**src/rtl/core/twc_pkg.sv**
```systemverilog
`timescale 1ns / 1ps
`default_nettype none
package twc_pkg;
    localparam int WayCount     = 2;
    localparam int SetIndexBits = 10;
    localparam int EntryWidth   = 64;
    localparam int IndexWidth   = 32;
    localparam int TagWidth     = IndexWidth - SetIndexBits;
    localparam int CountWidth   = 16;
    localparam int SetCount     = 1 << SetIndexBits;
    localparam int WayBits      = (WayCount > 1) ? $clog2(WayCount) : 1;
    localparam logic [CountWidth-1:0] CountMax = '1;

    typedef struct packed {
        logic [IndexWidth-1:0] index;
        logic [63:0]           fill_data;
    } req_t;

    typedef struct packed {
        logic [63:0] data;
        logic        hit;
        logic        way_used;
    } rsp_t;

    // Request after the front end has split it into set and tag.
    typedef struct packed {
        logic [SetIndexBits-1:0] set_idx;
        logic [TagWidth-1:0]     tag;
        logic [EntryWidth-1:0]   word;
    } cmd_t;
endpackage
`default_nettype wire

```
**src/rtl/core/twc_front.sv**
```systemverilog
`timescale 1ns / 1ps
`default_nettype none
module twc_front (
    input  wire logic         aclk,
    input  wire logic         aresetn,
    input  wire logic         s_valid,
    output logic              s_ready,
    input  wire twc_pkg::req_t s_payload,
    output logic              q_valid,
    input  wire logic         q_ready,
    output twc_pkg::cmd_t     q_cmd
);
    import twc_pkg::*;

    // Two-entry queue of classified requests.
    cmd_t       buf_reg [2];
    logic [1:0] cnt_reg, cnt_next;
    logic       rd_reg, wr_reg;
    cmd_t       cmd_in;
    logic       push, pop;

    assign cmd_in.set_idx = s_payload.index[SetIndexBits-1:0];
    assign cmd_in.tag     = s_payload.index[IndexWidth-1:SetIndexBits];
    assign cmd_in.word    = s_payload.fill_data[EntryWidth-1:0];

    assign s_ready = (cnt_reg != 2'd2);
    assign q_valid = (cnt_reg != 2'd0);
    assign q_cmd   = buf_reg[rd_reg];
    assign push    = s_valid && s_ready;
    assign pop     = q_valid && q_ready;

    always_comb begin
        cnt_next = cnt_reg;
        if (push && !pop) cnt_next = cnt_reg + 2'd1;
        else if (pop && !push) cnt_next = cnt_reg - 2'd1;
    end

    always_ff @(posedge aclk) begin
        if (push) buf_reg[wr_reg] <= cmd_in;
        if (!aresetn) begin
            cnt_reg <= '0;
            rd_reg  <= 1'b0;
            wr_reg  <= 1'b0;
        end else begin
            cnt_reg <= cnt_next;
            if (pop)  rd_reg <= ~rd_reg;
            if (push) wr_reg <= ~wr_reg;
        end
    end
endmodule
`default_nettype wire

```
**config.mk**
```make
export PLATFORM = sky130hd
export DESIGN_NAME = twc_front
export DESIGN_NICKNAME = d
export VERILOG_FILES = /design/src/rtl/core/twc_pkg.sv /design/src/rtl/core/twc_front.sv
export SDC_FILE = /design/constraint.sdc
export NUM_CORES = 1
export LEC_CHECK = 0
export BUFFER_PORTS_ARGS = -buffer_cell sky130_fd_sc_hd__clkbuf_2
export CAP_MARGIN = 20
export CORE_AREA = 10 10 136 138
export DETAILED_ROUTE_END_ITERATION = 10
export DIE_AREA = 0 0 146 148
export MAX_ROUTING_LAYER = met4
export PLACE_DENSITY = 0.76
export SYNTH_ARGS = -nofsm -noshare
export SYNTH_HDL_FRONTEND = slang
export SYNTH_SLANG_ARGS = --single-unit
```
**constraint.sdc**
```tcl
create_clock -name aclk -period 3.4 [get_ports aclk]
set_input_delay 0.17 -clock aclk [delete_from_list [all_inputs] [get_ports aclk]]
set_output_delay 0.17 -clock aclk [all_outputs]
set_load 0.05 [all_outputs]
```
==> results of run 1 <==
## worst min path at each step
stage / from / end / slack (ps) / cells past startpoint
CTS: aresetn / cnt_reg[0]$_SDFFE_PN0P_ / 2 / 2
global route: aresetn / cnt_reg[0]$_SDFFE_PN0P_ / 30 / 2
floorplan: s_payload[0] / buf_reg[0][0]$_DFFE_PP_ / 270 / 0
detailed placement: s_payload[58] / buf_reg[0][58]$_DFFE_PP_ / 360 / 1
finish: aresetn / rd_reg$_SDFFE_PN0P_ / 20 / 2
global placement: s_payload[38] / buf_reg[1][38]$_DFFE_PP_ / 360 / 1
## layer usage
layer  share of wire  global-route usage  vias up
li1                -                   -     1895
met1            0.41               0.169     2038
met2            0.51               0.244      161
met3           0.069              0.0498       19
met4           0.014              0.0521        0
met5               0                   -        -
## report_power, final
part           switching [mW]  internal [mW]  total [mW]
Combinational            2.01          0.901        2.91
Clock                   0.835           1.18        2.02
Sequential              0.129           3.03        3.16
Total                    2.97           5.12        8.09
## layout by cell type, fill, tap and decap left out, types with 2 or more instances in the layout
master         instances
xnor2_1                2
mux2_2                56
mux2_4                40
clkinv_2               4
inv_6                  3
clkbuf_1               2
dfxtp_1                4
bufinv_16              3
and2_1                 4
buf_12                 3
edfxtp_1             192
clkbuf_2             197
buf_4                  2
dlygate4sd3_1         96
clkbuf_16             17
## logic make-up (layout without fill, tap and decap cells)
kind of cell             count (synthesis)  after routing  synth area share
multiplexers                            96             96             0.168
XOR/XNOR                                 3              3           0.00358
buffers and inverters                   12            331            0.0131
AO/OA/AOI/OAI                            5              5           0.00478
flip-flops                             197            197             0.800
AND/OR/NAND/NOR                          9              9           0.00887
other                                    0              1                 0
adder cells (fa/ha/maj)                  1              1           0.00171
## stage by stage
| step | utilization | power [mW] | instance area (um2) | setup WS (ps) |
|---|---|---|---|---|
| after global routing | 0.646 | 8.40 | 10100 | 931 |
| after detailed placement | 0.546 | 6.06 | 8580 | 1430 |
| after global placement | 0.546 | 6.00 | 8580 | 1490 |
| final | 0.646 | 8.09 | 10100 | 1030 |
| after CTS | 0.645 | 8.16 | 10100 | 1010 |
| after floorplan | - | 5.47 | 7330 | 322 |
## critical path: stages, from the launching register on
cell	delay, ps
dfxtp_4	570
buf_4	510
mux2_2	410
clkbuf_2	250
## cell type report
cell class                 count  area, um2
sequential                   197       5870
timing repair buffer         298       2020
fill                        1057       5570
tap                          216        270
clock inverter                12        153
antenna                        1       2.50
inverter                       1       6.26
clock buffer                  20        447
multi-input combinational    114       1380
## repair_timing
| item | in CTS | in global routing |
|---|---|---|
| hold buffers | 96 | 0 |
| endpoints found under the hold margin | 192 | 0 |
| setup endpoints to repair | 0 | 0 |
==> run metrics, run 1 <==
TritonRoute pass-1 iters=4; Synth Flop Type=edfxtp_1; Detailed Place HPWL=between 10000 and 15000 um; top post-synthesis cells by count=192 x edfxtp_1, 56 x mux2_2, 40 x mux2_4; Global Route Usage Sum=0.149; Startpoint Class=flip-flop; die height=148 um; CTS buffer count=17; Setup Crit Path Kind=reg2out; Register-to-Register Path Depth=4; status=completed; core area=about 0.016 mm2; vias in the first global route=4613; Crit path arrival time=2200 ps; max reg flops=approximately 190; Die Wd=between 100 and 150 um; Leak=between 3 and 4 nW; Least-Margin Pin Slew=between 500 and 600 ps; Clock Skews=~10 ps; Mapped Avg Cell Area=22.7 um2; Tmin final=2370 ps; post-route ant nets=0; Seq/Total Area, Yosys=0.800; final hold violations=0; crit share post-route=0.697; routed wire length=between 15000 and 20000 um; RSZ-0062 raised after global routing=no; clock sinks=197; Setup Buffers After CTS=0; Rel. slew slack=0.607; synthesis-to-layout area growth=38.4%; DR DRC count=0; worst min path class=in2reg; Starting DRT DRC Count=about 210; most frequent cell after synthesis=edfxtp_1; via count=approximately 4100; Yosys top cell by area=edfxtp_1; # IOs=about 200; IO buf count=between 150 and 200; post-synth top area share=0.786; hold_ws=17.0 ps; post-cts sizing count=0; # setup viols final=0; number of synthesized flops with an enable pin=around 190; final slew viol count=0; Clk pin slew, worst setup/hold paths=around 70 ps; CP Capture Type=output pin; Synth Instances=around 320; # rows=46; GPL Wtd Cong=roughly 0.77; Clock Tree Root=clkbuf_16; Starting Density=0.467; Crit path required time=3230 ps; H-tree levels=4; largest net degree at the start of global routing=between 50 and 60; final std cells w/o fill=859; Max VDD drop=roughly 530 uV; Max Cap Viol=0; fmax=422 MHz; share of synthesized registers carrying an async set or reset=0; # nets final=730; Unique masters post-synth=21; Placed Cells=730; TNS Setup=0 ps; reg2reg setup slack=between 1000 and 1500 ps; Critical R2R Launch=cnt_reg[0]$_SDFFE_PN0P_; first-pass GRT wire length=24700 um; initial antenna violation count=1; #FFs+latches synth=197; Post-Syn Area=roughly 0.0073 mm2; share of cells above drive strength 1=0.520; crit path to=q_cmd[24]; vias per cell=between 4 and 5; synth warn=0; Post-Syn Nets=about 420; CTS Buffer Depth=2; wire per inst=18.6 um; RR Endpoint=buf_reg[0][2]$_DFFE_PP_; insertion delay of the later-clocked pin in the worst-skew pair=~430 ps; largest cells by area after synthesis=edfxtp_1 79%, mux2_2 8.6%, mux2_4 8.2%; GR Overflow Total=0; total die area=between 0.02 and 0.025 mm2; Pwr Density=797 mW/mm2; CTS tree=done; Max FO, Critical Path=34
No activity file was read; power rests on OpenSTA's default activity.
==> inputs of run 2 (changes only) <==
Settings changed: CORE_AREA 10 10 136 138 to 10 10 130 132, DIE_AREA 0 0 146 148 to 0 0 140 142, PLACE_DENSITY 0.76 to 0.79.
Clock period 3.4 ns to 2.3 ns, I/O delays scaled along.
==> run 2 against run 1 <==
  * Global-route usage is 1.8 points higher
  * Largest power group unchanged
  * Sequential share of layout area hardly changed
  * Design area hardly changed
  * Largest cell class unchanged
  * Core utilization is 6.3 points higher
  * Combinational power is 49% higher
==> run metrics, run 2 (synthesis results as in run 1) <==
Fillers=around 900; insertion delay of the later-clocked pin in the worst-skew pair=~420 ps; Clock Skews=around 6.6 ps; max reg flops=192; CTS Buffer Depth=2; Max VDD drop=about 980 uV; highest routed layer=met4; Hold Path Stages=3; Finished Cell Area=slightly above 0.01 mm2; Placed Cells=between 600 and 700; CTS tree=done; commonest cells after routing, fill and taps aside=197 x clkbuf_2, 192 x edfxtp_1, 97 x dlygate4sd3_1, 56 x mux2_2, 40 x mux2_4; RSZ-0062 raised after global routing=no; Clock Tree Root=clkbuf_16; Critical R2R Launch=cnt_reg[1]$_SDFFE_PN0P_; initial antenna violation count=2; Max Cap Viol=0; vias per cell=4.91; IO buf count=between 150 and 200; area occupied by multi-input gates=between 0.001 and 0.0015 mm2; TritonRoute pass-1 iters=4; WL met3=~1100 um; Hold Crit Endpoint=wr_reg$_SDFFE_PN0P_; RR Endpoint=cnt_reg[1]$_SDFFE_PN0P_; final slew viol count=0; Setup Crit Path Kind=reg2out; vias in the first global route=roughly 4600; Die Wd=140 um; clock sinks=197; Leak=approximately 4 nW; Least-Margin Pin Slew=307 ps; wl on met1=6020 um; worst min path class=in2reg; Crit path arrival time=around 1900 ps; Rel. slew slack=0.795; DR DRC count=0; # rows=44; total die area=about 0.020 mm2; worst setup margin=between 200 and 300 ps; Startpoint Class=flip-flop; Global Route Usage Sum=0.167; fin util=0.709; status=completed; largest net degree at the start of global routing=52; Placement Setup Slack=between 700 and 800 ps; # IOs=198; Pwr Density=approximately 1200 mW/mm2; Tot Pwr=approximately 12 mW; Register-to-Register Path Depth=5; Clk pin slew, worst setup/hold paths=about 60 ps; CP max stage delay=between 500 and 600 ps; GPL Wtd Cong=about 0.75; min-delay src=s_valid; Starting DRT DRC Count=229; reg2reg setup slack=730 ps; share of cells above drive strength 1=0.520; Crit path required time=between 2000 and 2500 ps; slowest CP cell=dfxtp_4; final hold violations=0; leading cell type in the layout, fill and taps excluded=clkbuf_2; met2 wire length=8770 um; first-pass GRT wire length=25000 um; crit share post-route=0.888; Max FO, Critical Path=40; final std cells w/o fill=just over 800; Tmin final=about 2000 ps; CP Cell Sequence=buf_12 > mux2_2 > clkbuf_2; via count=4077; Starting Density=0.512; CTS buffer count=17; register area=slightly below 0.006 mm2; core area=approximately 0.014 mm2; # nets final=732; area of placed instances=0.00859 mm2; synthesis-to-layout area growth=38.4%; wire per inst=19.5 um; GR Overflow Total=0; # setup viols final=0; CP Capture Type=output pin; H-tree levels=4; post-route ant nets=0; fmax=slightly below 500 MHz; routed wire length=16200 um; die height=142 um
==> run 2: cell types whose count changed in the layout (fill, tap and decap cells not counted), sizes merged <==
cell,delta
diode,+2
bufinv,-1
buf,+1
clkinv,+1
clkinvlp,+1
inv,+1
clkbuf,-2
dlygate4sd3,+1
==> run 2: metrics by stage <==
| step | TNS [ps] | hold WS [ps] |
|---|---|---|
| 6_report | 0 | 44.9 |
| 5_1_grt | 0 | 68.8 |
| 4_1_cts | 0 | 19.9 |
| 3_5_place_dp | 0 | 308 |
| 3_3_place_gp | 0 | 304 |
| 2_1_floorplan | -22840 | 214 |
==> run 2: critical path, delay by kind of cell, from the launching register on <==
kind	cells	cell delay, ps
flops	1	540
buf+inv	2	540
mux	1	380
==> run 2: timing repair <==
action,CTS,global route
hold buffers,97,0
endpoints found under the hold margin,197,0
setup endpoints to repair,0,0
setup buffers,0,0
gates resized for setup,0,0
==> run 2: layer usage <==
| metal | vias to the layer above | GRT usage |
|---|---|---|
| li1 | 1905 | - |
| met1 | 1997 | 0.170 |
| met2 | 152 | 0.292 |
| met3 | 23 | 0.0594 |
| met4 | 0 | 0.0630 |
| met5 | - | - |
==> run 2: worst max-delay path by stage <==
stage,startpoint,endpoint,slack (ps),cells after the start
6_report,flip-flop,q_cmd[93],260,3
5_1_grt,flip-flop,q_cmd[93],180,3
4_1_cts,flip-flop,q_cmd[93],230,3
3_5_place_dp,flip-flop,q_cmd[93],700,3
3_3_place_gp,flip-flop,q_cmd[93],710,3
2_1_floorplan,cnt_reg[0]$_SDFFE_PN0P_,buf_reg[0][0]$_DFFE_PP_,-240,3
==> run 2: where the power goes <==
| part | internal, mW | switching (mW) |
|---|---|---|
| clock network | 1.61 | 1.25 |
| registers | 4.49 | 0.182 |
| logic | 1.37 | 2.98 |
==> run 2: final cells by class <==
cell class / instances / share of cell area
Antenna cell: 3 / 0.000740
Clock buffer: 18 / 0.0423
Clock inverter: 14 / 0.0148
Inverter: 1 / 0.000740
Multi-Input combinational cell: 114 / 0.136
Sequential cell: 197 / 0.579
Tap cell: 184 / 0.0227
Timing Repair Buffer: 300 / 0.205
